$ cat config.mk
export PLATFORM = sky130hd
export DESIGN_NAME = s2l_lab
export DESIGN_NICKNAME = d
export VERILOG_FILES = /design/src/rtl/s2l_pkg.sv /design/src/rtl/s2l_lab.sv
export SDC_FILE = /design/constraint.sdc
export NUM_CORES = 1
export LEC_CHECK = 0
export BUFFER_PORTS_ARGS = -buffer_cell sky130_fd_sc_hd__buf_2
export CAP_MARGIN = 5
export CORE_MARGIN = 2
export CORE_UTILIZATION = 33
export CTS_BUF_LIST = sky130_fd_sc_hd__clkbuf_2 sky130_fd_sc_hd__clkbuf_4 sky130_fd_sc_hd__clkbuf_8
export CTS_CLUSTER_DIAMETER = 80
export CTS_CLUSTER_SIZE = 10
export DETAILED_ROUTE_END_ITERATION = 8
export GPL_TIMING_DRIVEN = 0
export PLACE_DENSITY = 0.6
export SYNTH_ARGS = -nofsm -noshare
export SYNTH_HDL_FRONTEND = slang
export SYNTH_SLANG_ARGS = --single-unit
$ cat constraint.sdc
create_clock -name clk -period 8.95 [get_ports clk]
set_input_delay 0.895 -clock clk [delete_from_list [all_inputs] [get_ports clk]]
set_output_delay 0.895 -clock clk [all_outputs]
set_load 0.05 [all_outputs]
$ cat src/rtl/s2l_pkg.sv
package s2l_pkg;

    // Default output fraction width
    localparam int FRAC_BITS_DEF = 8;

    // Datapath widths (linear and normalized values are unsigned Q30)
    localparam int LIN_W  = 31;  // linear channel, 0 .. 1.0
    localparam int COEF_W = 24;  // matrix coefficients scaled by 1e7
    localparam int SUM_W  = 56;  // matrix row sums
    localparam int F_W    = 31;  // normalized XYZ and companded values
    localparam int NUM_W  = 46;  // numerator of the linear compand segment
    localparam int SQ_W   = 32;  // c*c >> 30
    localparam int CUBE_W = 33;  // c*c*c >> 60
    localparam int RAW_W  = 44;  // signed Lab before rounding

    // Constant division by reciprocal: q ~ ((n >> PRE) * RCP) >> RCP_W, then corrected
    localparam int RCP_W   = 32;  // reciprocal width
    localparam int DIV_PRE = 23;  // low bits of a row sum dropped before the multiply
    localparam int LIN_PRE = 10;  // low bits of the linear numerator dropped
    localparam int LQ_W    = 28;  // width of the linear numerator slice fed to the multiply

    localparam logic [63:0] ONE_Q30 = 64'd1 << 30;

    typedef logic [LIN_W-1:0] lin_arr_t [256];

    // One lane of the compand pipeline
    typedef struct packed {
        logic             lin;   // linear segment selected
        logic [F_W-1:0]   x;     // normalized input
        logic [F_W-1:0]   c;     // cube root found so far
        logic [F_W-1:0]   cand;  // candidate of the current bit
        logic [SQ_W-1:0]  sq;    // cand*cand >> 30
        logic [NUM_W-1:0] rem;   // linear segment remainder
        logic [F_W-1:0]   quot;  // linear segment quotient
    } cmp_lane_t;

    // Q30 product, truncated
    function automatic logic [63:0] mul30(input logic [63:0] a, input logic [63:0] b);
        return (a * b) >> 30;
    endfunction

    // Largest q <= 1.0 with q^5 <= s
    function automatic logic [63:0] root5(input logic [63:0] s);
        logic [63:0] y;
        logic [63:0] c;
        logic [63:0] p;
        y = '0;
        if (s >= ONE_Q30)
        begin
            return ONE_Q30;
        end
        for (int k = 29; k >= 0; k--)
        begin
            c = y | (64'd1 << k);
            p = mul30(mul30(mul30(mul30(c, c), c), c), c);
            if (p <= s)
            begin
                y = c;
            end
        end
        return y;
    endfunction

    // sRGB transfer curve for one channel byte
    function automatic logic [63:0] lin_value(input logic [63:0] v);
        logic [63:0] t;
        logic [63:0] s;
        if (v <= 64'd10)
        begin
            return (v * 64'd10 * ONE_Q30 + 64'd16473) / 64'd32946;
        end
        t = ((v * 64'd1000 + 64'd14025) * ONE_Q30 + 64'd134512) / 64'd269025;
        s = mul30(t, t);
        return mul30(s, root5(s));
    endfunction

    function automatic lin_arr_t build_lin_table();
        lin_arr_t tab;
        for (int i = 0; i < 256; i++)
        begin
            tab[i] = LIN_W'(lin_value(64'(i)));
        end
        return tab;
    endfunction

    localparam lin_arr_t LIN_TABLE = build_lin_table();

    // sRGB to XYZ matrix, row major, scaled by 1e7
    localparam logic [COEF_W-1:0] MAT_COEF [9] = '{
        24'd4124564, 24'd3575761, 24'd1804375,
        24'd2126729, 24'd7151522, 24'd721750,
        24'd193339,  24'd1191920, 24'd9503041
    };

    // D65 white point scaled by 1e7
    localparam logic [COEF_W-1:0] WHITE_DIV [3] = '{24'd9504560, 24'd10000000, 24'd10887540};

    // floor(2^(DIV_PRE+RCP_W) / white point); estimate is at most two low
    localparam logic [RCP_W-1:0] WHITE_RCP [3] = '{
        RCP_W'((64'd1 << (DIV_PRE + RCP_W)) / 64'd9504560),
        RCP_W'((64'd1 << (DIV_PRE + RCP_W)) / 64'd10000000),
        RCP_W'((64'd1 << (DIV_PRE + RCP_W)) / 64'd10887540)
    };

    // Epsilon threshold: x*1e6 > 8856*2^30  <=>  x > CB_THRESH
    localparam logic [F_W-1:0] CB_THRESH = F_W'((64'd8856 << 30) / 64'd1000000);

    // Linear segment: (9033*x + 160*2^30 + 580) / 1160
    localparam logic [NUM_W-1:0] LIN_MUL = NUM_W'(9033);
    localparam logic [NUM_W-1:0] LIN_OFS = NUM_W'((64'd160 << 30) + 64'd580);
    localparam logic [NUM_W-1:0] LIN_DIV = NUM_W'(1160);

    // floor(2^(LIN_PRE+RCP_W) / 1160); estimate is at most one low
    localparam logic [RCP_W-1:0] LIN_RCP = RCP_W'((64'd1 << (LIN_PRE + RCP_W)) / 64'd1160);

endpackage

$ cat src/rtl/s2l_lab.sv
module s2l_lab #(
    parameter int FRAC_BITS = s2l_pkg::FRAC_BITS_DEF
) (
    input  logic                     clk,
    input  logic                     rst_n,
    input  logic                     en,
    input  logic                     in_valid,
    input  logic                     in_frame_end,
    input  logic [s2l_pkg::F_W-1:0]  f [3],
    output logic                     out_valid,
    output logic                     out_frame_end,
    output logic [14:0]              lightness,
    output logic signed [15:0]       green_red,
    output logic signed [15:0]       blue_yellow
);
    import s2l_pkg::*;

    localparam int SH = 30 - FRAC_BITS;
    localparam logic [RAW_W-1:0] HALF = RAW_W'(1) << (SH - 1);
    localparam logic signed [RAW_W-1:0] K_L   = RAW_W'(116);
    localparam logic signed [RAW_W-1:0] K_A   = RAW_W'(500);
    localparam logic signed [RAW_W-1:0] K_B   = RAW_W'(200);
    localparam logic signed [RAW_W-1:0] L_OFS = RAW_W'(16) << 30;
    localparam logic signed [RAW_W-1:0] L_MAX =
        ((100 << FRAC_BITS) > 32767) ? RAW_W'(32767) : RAW_W'(100 << FRAC_BITS);
    localparam logic signed [RAW_W-1:0] C_MAX = RAW_W'(32767);
    localparam logic signed [RAW_W-1:0] C_MIN = -RAW_W'(32768);

    logic signed [RAW_W-1:0] fx;
    logic signed [RAW_W-1:0] fy;
    logic signed [RAW_W-1:0] fz;
    logic signed [RAW_W-1:0] l_raw_reg;
    logic signed [RAW_W-1:0] a_raw_reg;
    logic signed [RAW_W-1:0] b_raw_reg;
    logic signed [RAW_W-1:0] l_rnd;
    logic signed [RAW_W-1:0] a_rnd;
    logic signed [RAW_W-1:0] b_rnd;
    logic                    vld_reg;
    logic                    fe_reg;
    logic                    out_vld_reg;
    logic                    out_fe_reg;
    logic [14:0]             l_reg;
    logic signed [15:0]      a_reg;
    logic signed [15:0]      b_reg;

    // round to FRAC_BITS, half away from zero
    function automatic logic signed [RAW_W-1:0] round_q(input logic signed [RAW_W-1:0] v);
        logic [RAW_W-1:0] mag;
        logic [RAW_W-1:0] r;
        mag = (v < 0) ? RAW_W'(-v) : RAW_W'(v);
        r   = (mag + HALF) >> SH;
        return (v < 0) ? -signed'(r) : signed'(r);
    endfunction

    function automatic logic signed [RAW_W-1:0] clamp(input logic signed [RAW_W-1:0] v,
                                                      input logic signed [RAW_W-1:0] lo,
                                                      input logic signed [RAW_W-1:0] hi);
        return (v < lo) ? lo : ((v > hi) ? hi : v);
    endfunction

    assign fx = signed'(RAW_W'(f[0]));
    assign fy = signed'(RAW_W'(f[1]));
    assign fz = signed'(RAW_W'(f[2]));

    assign l_rnd = round_q(l_raw_reg);
    assign a_rnd = round_q(a_raw_reg);
    assign b_rnd = round_q(b_raw_reg);

    always_ff @(posedge clk or negedge rst_n)
    begin
        if (!rst_n)
        begin
            vld_reg     <= 1'b0;
            out_vld_reg <= 1'b0;
        end
        else if (en)
        begin
            vld_reg     <= in_valid;
            out_vld_reg <= vld_reg;
        end
    end

    // scale and offset, then round and saturate into the output register
    always_ff @(posedge clk)
    begin
        if (en)
        begin
            fe_reg     <= in_frame_end;
            l_raw_reg  <= fy * K_L - L_OFS;
            a_raw_reg  <= (fx - fy) * K_A;
            b_raw_reg  <= (fy - fz) * K_B;
            out_fe_reg <= fe_reg;
            l_reg      <= 15'(clamp(l_rnd, '0, L_MAX));
            a_reg      <= 16'(clamp(a_rnd, C_MIN, C_MAX));
            b_reg      <= 16'(clamp(b_rnd, C_MIN, C_MAX));
        end
    end

    assign out_valid     = out_vld_reg;
    assign out_frame_end = out_fe_reg;
    assign lightness     = l_reg;
    assign green_red     = a_reg;
    assign blue_yellow   = b_reg;
endmodule
==> results.sh, run 1 <==
export IMPL_finalNetCount=3861
export IMPL_rsz0062_at_grt="false"
export IMPL_dr_first_iter_drc_count=1251
export IMPL_synthesis_nets=3692
export IMPL_max_clock_freq_mhz=120
export IMPL_cp_end_kind="flip-flop"
export IMPL_hpwlAfterDp_mm=53.8
export IMPL_grt_pass1_vias=20500
export IMPL_slew_headroom_pct=18.9
export IMPL_synth_edf_count=164
export IMPL_syn_area_per_cell_um2=8.84
export IMPL_cts_sinks=166
export IMPL_track_usage_pct=15.5
export IMPL_fin_crit_sh_pct=93.2
export IMPL_drcViolationCount=0
export IMPL_yosysUniqueCellTypes=112
export IMPL_status="completed"
export IMPL_rrSetupSlack_ps=1910
export IMPL_dieArea_mm2=0.0840
export IMPL_syn2layout_area_growth_pct=9.56
export IMPL_die_h_um=290
export IMPL_die_w_um=290
export IMPL_port_buffer_count=146
export IMPL_drt_total_wl_mm=64.0
export IMPL_min_period_ps=8340
export IMPL_netlist_top_cells_area="edfxtp_1, ha_1, fa_1, inv_1, xnor2_1"
export IMPL_cpPeakStageDelay_ps=540
export IMPL_largest_register_ffs=40
export IMPL_clockBufferDepth=2
export IMPL_cts_buffers=17
export IMPL_maxCapViolations=0
export IMPL_rows=104
export IMPL_critPathSlowestCell="fa_1"
export IMPL_core_area_mm2=0.0807
export IMPL_ios=147
export IMPL_required_ps=9360
export IMPL_synth_flop_cell="edfxtp_1"
export IMPL_clock_skew_ps=18.8
export IMPL_grt_pass1_wl_mm=106
export IMPL_grt_max_degree=109
export IMPL_criticalPathCategory="in2reg"
export IMPL_dr_pass1_iters=5
export IMPL_wl_per_cell_um=14.9
export IMPL_synthCells=3049
export IMPL_critical_path_reg2reg_startpoint="a_raw_reg[42]$_DFFE_PP_"
export IMPL_start_util_pct=33.4
export IMPL_critPathMaxFanout=6
export IMPL_seq_area_frac_synth_pct=18.5
export IMPL_yosysTopAreaCellShare_pct=18.3
export IMPL_clock_latency_ps=580
export IMPL_clk_pin_slew_ps=90
export IMPL_fill_cells=8336
export IMPL_worstMarginPinSlew_ps=1220
export IMPL_finalSetupViolations=0
export IMPL_synth_top_area_cell="edfxtp_1"
export IMPL_hold_violations=0
export IMPL_cts_tree="done"
export IMPL_worstHoldPathType="in2async"
export IMPL_ys_warn_count=0
export IMPL_htree_levels=4
export IMPL_synth_cell_area_mm2=0.0270
export IMPL_grt_overflow=0
export IMPL_ys_ff_latch=166
export IMPL_vias=21500
export IMPL_startpoint_type="input pin"
export IMPL_final_max_slew_viol_count=0
export IMPL_worstRegToRegCells=22
export IMPL_place_gp_congestion=0.856
export IMPL_clockRootBuffer="clkbuf_8"
export IMPL_cp_arrival_ps=8750
export IMPL_antenna_found_initial=12
export IMPL_avgViaCountPerCell=5.00
export IMPL_drive_gt1_share_pct=9.10
export IMPL_post_route_util_pct=36.6
export IMPL_antenna_left=0
export IMPL_synthArstFlopShare_pct=1.20
export IMPL_r2r_end="green_red[6]$_SDFFCE_PP0P_"
[cells in the mapped netlist (9+ instances only)]
cell type and instances:
inv_1 558, ha_1 342, fa_1 203, xnor2_1 189
nand2_1 169, edfxtp_1 164, a21oi_1 160, nor2_1 151
o21ai_0 110, xor2_1 97, a21o_1 72, nor3_1 61
nand3_1 60, clkbuf_1 48, nand2b_1 42, nor4_1 36
o21a_1 33, and3_1 30, nand4_1 27, and2_1 26
nor2b_1 25, a211oi_1 23, o21bai_1 22, or3_1 21
a31oi_1 20, o31ai_1 20, or2_2 19, o211ai_1 15
o41ai_1 14, or4_1 14, mux2i_1 12, a21oi_2 11
and4_1 11, a41oi_1 10, buf_1 10, buf_2 10
nor3b_1 10, o22ai_1 10, a21boi_0 9
[layout by cell type, fill, tap and decap left out, types with 109 or more instances in the layout]
cell type	count
o21ai_0	109
buf_2	156
nor2_1	151
a21oi_1	160
nand2_1	169
inv_1	558
xnor2_1	183
edfxtp_1	164
fa_1	203
ha_1	342
[how the worst max path moves through the flow]
stage	depth (start not counted)	to	slack, ps	startpoint
6_report	34	a_raw_reg[42]$_DFFE_PP_	610	f[31]
4_1_cts	32	a_raw_reg[40]$_DFFE_PP_	90	f[31]
5_1_grt	30	a_raw_reg[40]$_DFFE_PP_	10	f[31]
3_5_place_dp	32	a_raw_reg[40]$_DFFE_PP_	-850	f[31]
2_1_floorplan	31	a_raw_reg[42]$_DFFE_PP_	910	f[62]
3_3_place_gp	30	a_raw_reg[40]$_DFFE_PP_	-800	f[31]
[layer usage]
| layer | track usage, % | vias to the layer above | wire length (um) |
|---|---|---|---|
| li1 | - | 10900 | - |
| met1 | 23.0 | 10100 | 32600 |
| met2 | 22.9 | 407 | 26700 |
| met3 | 2.72 | 62 | 3420 |
| met4 | 4.18 | 16 | 1150 |
| met5 | 0 | - | 100 |
[metrics by stage]
step           cell area (um^2)  hold slack, ps  worst slack, ps  TNS [ps]  std cells
2_1_floorplan             27000             400              908         0       3049
3_3_place_gp              29000             401             -795     -4170       4255
3_5_place_dp              29100             407             -850     -2670       4257
4_1_cts                   29400            33.8             91.1         0       4289
5_1_grt                   29500            51.5             11.2         0       4293
6_report                  29500            97.9              609         0       4293
[cells by family after synthesis]
kind of cell	synth area share [%]
AO/OA/AOI/OAI	16.5
XOR/XNOR	9.58
adder cells (fa/ha/maj)	31.0
buffers and inverters	8.85
flip-flops	18.5
multiplexers	0.780
AND/OR/NAND/NOR	14.8
[repair_timing]
action | CTS | global route
hold buffers | 0 | 0
pin swaps | 0 | 2
setup endpoints to repair | 2 | 6
resized for setup | 2 | 15
buffers inserted | 0 | 1
[worst max-delay path: cells and delay by family]
| kind | cells | cell delay [ps] |
|---|---|---|
| fa+ha+maj | 7 | 3050 |
| xor+xnor | 2 | 560 |
| buf+inv | 5 | 460 |
| simple gates | 2 | 230 |
| compound gates | 18 | 3540 |
[final cells by class]
type                            instances  area [um^2]  share of cell area [%]
Antenna cell                            2         5.00                  0.0169
Inverter                              559         2100                    7.11
Buffer                                 70          287                   0.970
Clock buffer                           18          241                   0.818
Timing Repair Buffer                  150          788                    2.67
Multi-Input combinational cell       2254        19700                    66.7
Tap cell                             1060         1330                    4.49
Clock inverter                         14          116                   0.394
Sequential cell                       166         4970                    16.8
Power of run 1 is left out: the tool's default activity adds up to more than one toggle a clock period on the data nets, which glitch-free logic cannot reach.
==> inputs of run 2 (changes only) <==
CTS_BUF_LIST = unset   (was sky130_fd_sc_hd__clkbuf_2 sky130_fd_sc_hd__clkbuf_4 sky130_fd_sc_hd__clkbuf_8)
==> run 2 against run 1 <==
Effect of this change: global-route usage about the same; via count about the same; worst setup slack worse by 54 ps; clock-buffer cell count did not move; flip-flop and latch count unchanged; cell area increased by 0.89%; utilization rose by 0.32 points; first-iteration DRC count up 0.48%; sequential share of layout area down 0.15 points; critical path depth shrank 3.
==> results.sh, run 2 (synthesis gave the netlist of run 1 again) <==
export IMPL_drcViolationCount=0
export IMPL_final_max_slew_viol_count=0
export IMPL_criticalPathCategory="in2reg"
export IMPL_track_usage_pct=15.5
export IMPL_cts_sinks=166
export IMPL_antenna_left=0
export IMPL_fill_cells=8319
export IMPL_clock_latency_ps=500
export IMPL_ios=147
export IMPL_critPathSlowestCell="fa_1"
export IMPL_cp_arrival_ps=8630
export IMPL_layout_common_cells="inv_1, ha_1, fa_1"
export IMPL_max_clock_freq_mhz=119
export IMPL_dr_pass1_iters=5
export IMPL_htree_levels=4
export IMPL_die_h_um=290
export IMPL_cts_tree="done"
export IMPL_hold_violations=0
export IMPL_vias=21500
export IMPL_port_buffer_count=146
export IMPL_start_util_pct=33.4
export IMPL_dieArea_mm2=0.0840
export IMPL_die_w_um=290
export IMPL_worstHoldPathType="in2async"
export IMPL_clockRootBuffer="clkbuf_16"
export IMPL_finalSetupViolations=0
export IMPL_clock_skew_ps=10.0
export IMPL_stdcell_area_mm2=0.0298
export IMPL_min_period_ps=8400
export IMPL_finalNetCount=3866
export IMPL_cp_top_family="compound AO/OA/AOI/OAI gates"
export IMPL_clk_pin_slew_ps=70
export IMPL_drive_gt1_share_pct=9.39
export IMPL_maxCapViolations=0
export IMPL_cpPeakStageDelay_ps=530
export IMPL_rsz0062_at_grt="true"
export IMPL_drt_total_wl_mm=64.1
export IMPL_dpl_instance_area_mm2=0.0291
export IMPL_grt_pass1_vias=20500
export IMPL_hpwlAfterDp_mm=53.8
export IMPL_grt_pass1_wl_mm=106
export IMPL_avgViaCountPerCell=5.00
export IMPL_rows=104
export IMPL_place_inst=4257
export IMPL_wl_per_cell_um=14.9
export IMPL_largest_register_ffs=40
export IMPL_crit_top_cell="fa_1"
export IMPL_grt_overflow=0
export IMPL_cts_buffers=17
export IMPL_startpoint_type="input pin"
export IMPL_tns_ps=0
export IMPL_required_ps=9190
export IMPL_syn2layout_area_growth_pct=10.5
export IMPL_antenna_found_initial=11
export IMPL_cp_end_kind="flip-flop"
export IMPL_slew_headroom_pct=18.9
export IMPL_place_gp_congestion=0.856
export IMPL_clockBufferDepth=2
export IMPL_fin_crit_sh_pct=93.8
export IMPL_fin_cells=4297
export IMPL_grt_max_degree=109
export IMPL_critPathBufInv=4
export IMPL_core_area_mm2=0.0807
export IMPL_layout_commonest_cell="inv_1"
export IMPL_status="completed"
export IMPL_dr_first_iter_drc_count=1257
export IMPL_critPathMaxFanout=6
export IMPL_worstMarginPinSlew_ps=1220
## run 2: changes by cell type in the layout (fill, tap and decap cells not counted), sizes merged
| cell | previous run | this run |
|---|---|---|
| buf | 171 | 176 |
| diode | 2 | 1 |
## run 2: what timing repair did
action	CTS	global route
gates resized for setup	3	21
hold buffers	0	0
setup buffers	0	6
pin swaps	0	5
endpoints found under the setup margin	3	6
## run 2: worst paths after layout
kind                                              start                          to  slack (ps)  cells after the start
worst max-delay path                              f[31]     a_raw_reg[42]$_DFFE_PP_         550                     31
worst min-delay path                              rst_n       out_valid$_DFFE_PN0P_         170                      1
worst max register to register  a_raw_reg[42]$_DFFE_PP_  green_red[6]$_SDFFCE_PP0P_        1910                     22
worst min register to register         fe_reg$_DFFE_PP_     out_frame_end$_DFFE_PP_         420                      0
max in group asynchronous                         rst_n         vld_reg$_DFFE_PN0P_        8690                      1
min in group clk                       fe_reg$_DFFE_PP_     out_frame_end$_DFFE_PP_         420                      0
## run 2: area by class of cell
type                       count  area (um^2)  area share (%)
timing repair buffer         155          826            2.77
sequential                   166         4970            16.7
multi-input combinational   2254        19700            66.2
buffer                        70          287           0.962
inverter                     559         2100            7.04
tap                         1060         1330            4.45
antenna                        1         2.50         0.00840
clock buffer                  18          429            1.44
clock inverter                14          116           0.391
## run 2: metrics by stage
step | utilization, % | setup WS, ps | hold slack (ps)
final | 36.9 | 555 | 171
after global routing | 36.9 | -5.95 | 146
after CTS | 36.7 | 10.8 | 132
after detailed placement | 36.0 | -850 | 407
after global placement | 36.0 | -795 | 401
after floorplan | - | 908 | 400
## run 2: layer usage
| layer | routed length [um] | GRT usage, % | up-vias | share of wire [%] |
|---|---|---|---|---|
| li1 | - | - | 10900 | - |
| met1 | 32600 | 23.0 | 10100 | 51 |
| met2 | 26800 | 23.0 | 405 | 42 |
| met3 | 3440 | 2.81 | 60 | 5.4 |
| met4 | 1140 | 3.99 | 16 | 1.8 |
| met5 | 100 | 0 | - | 0.16 |
Power of run 2 is left out for the same reason.
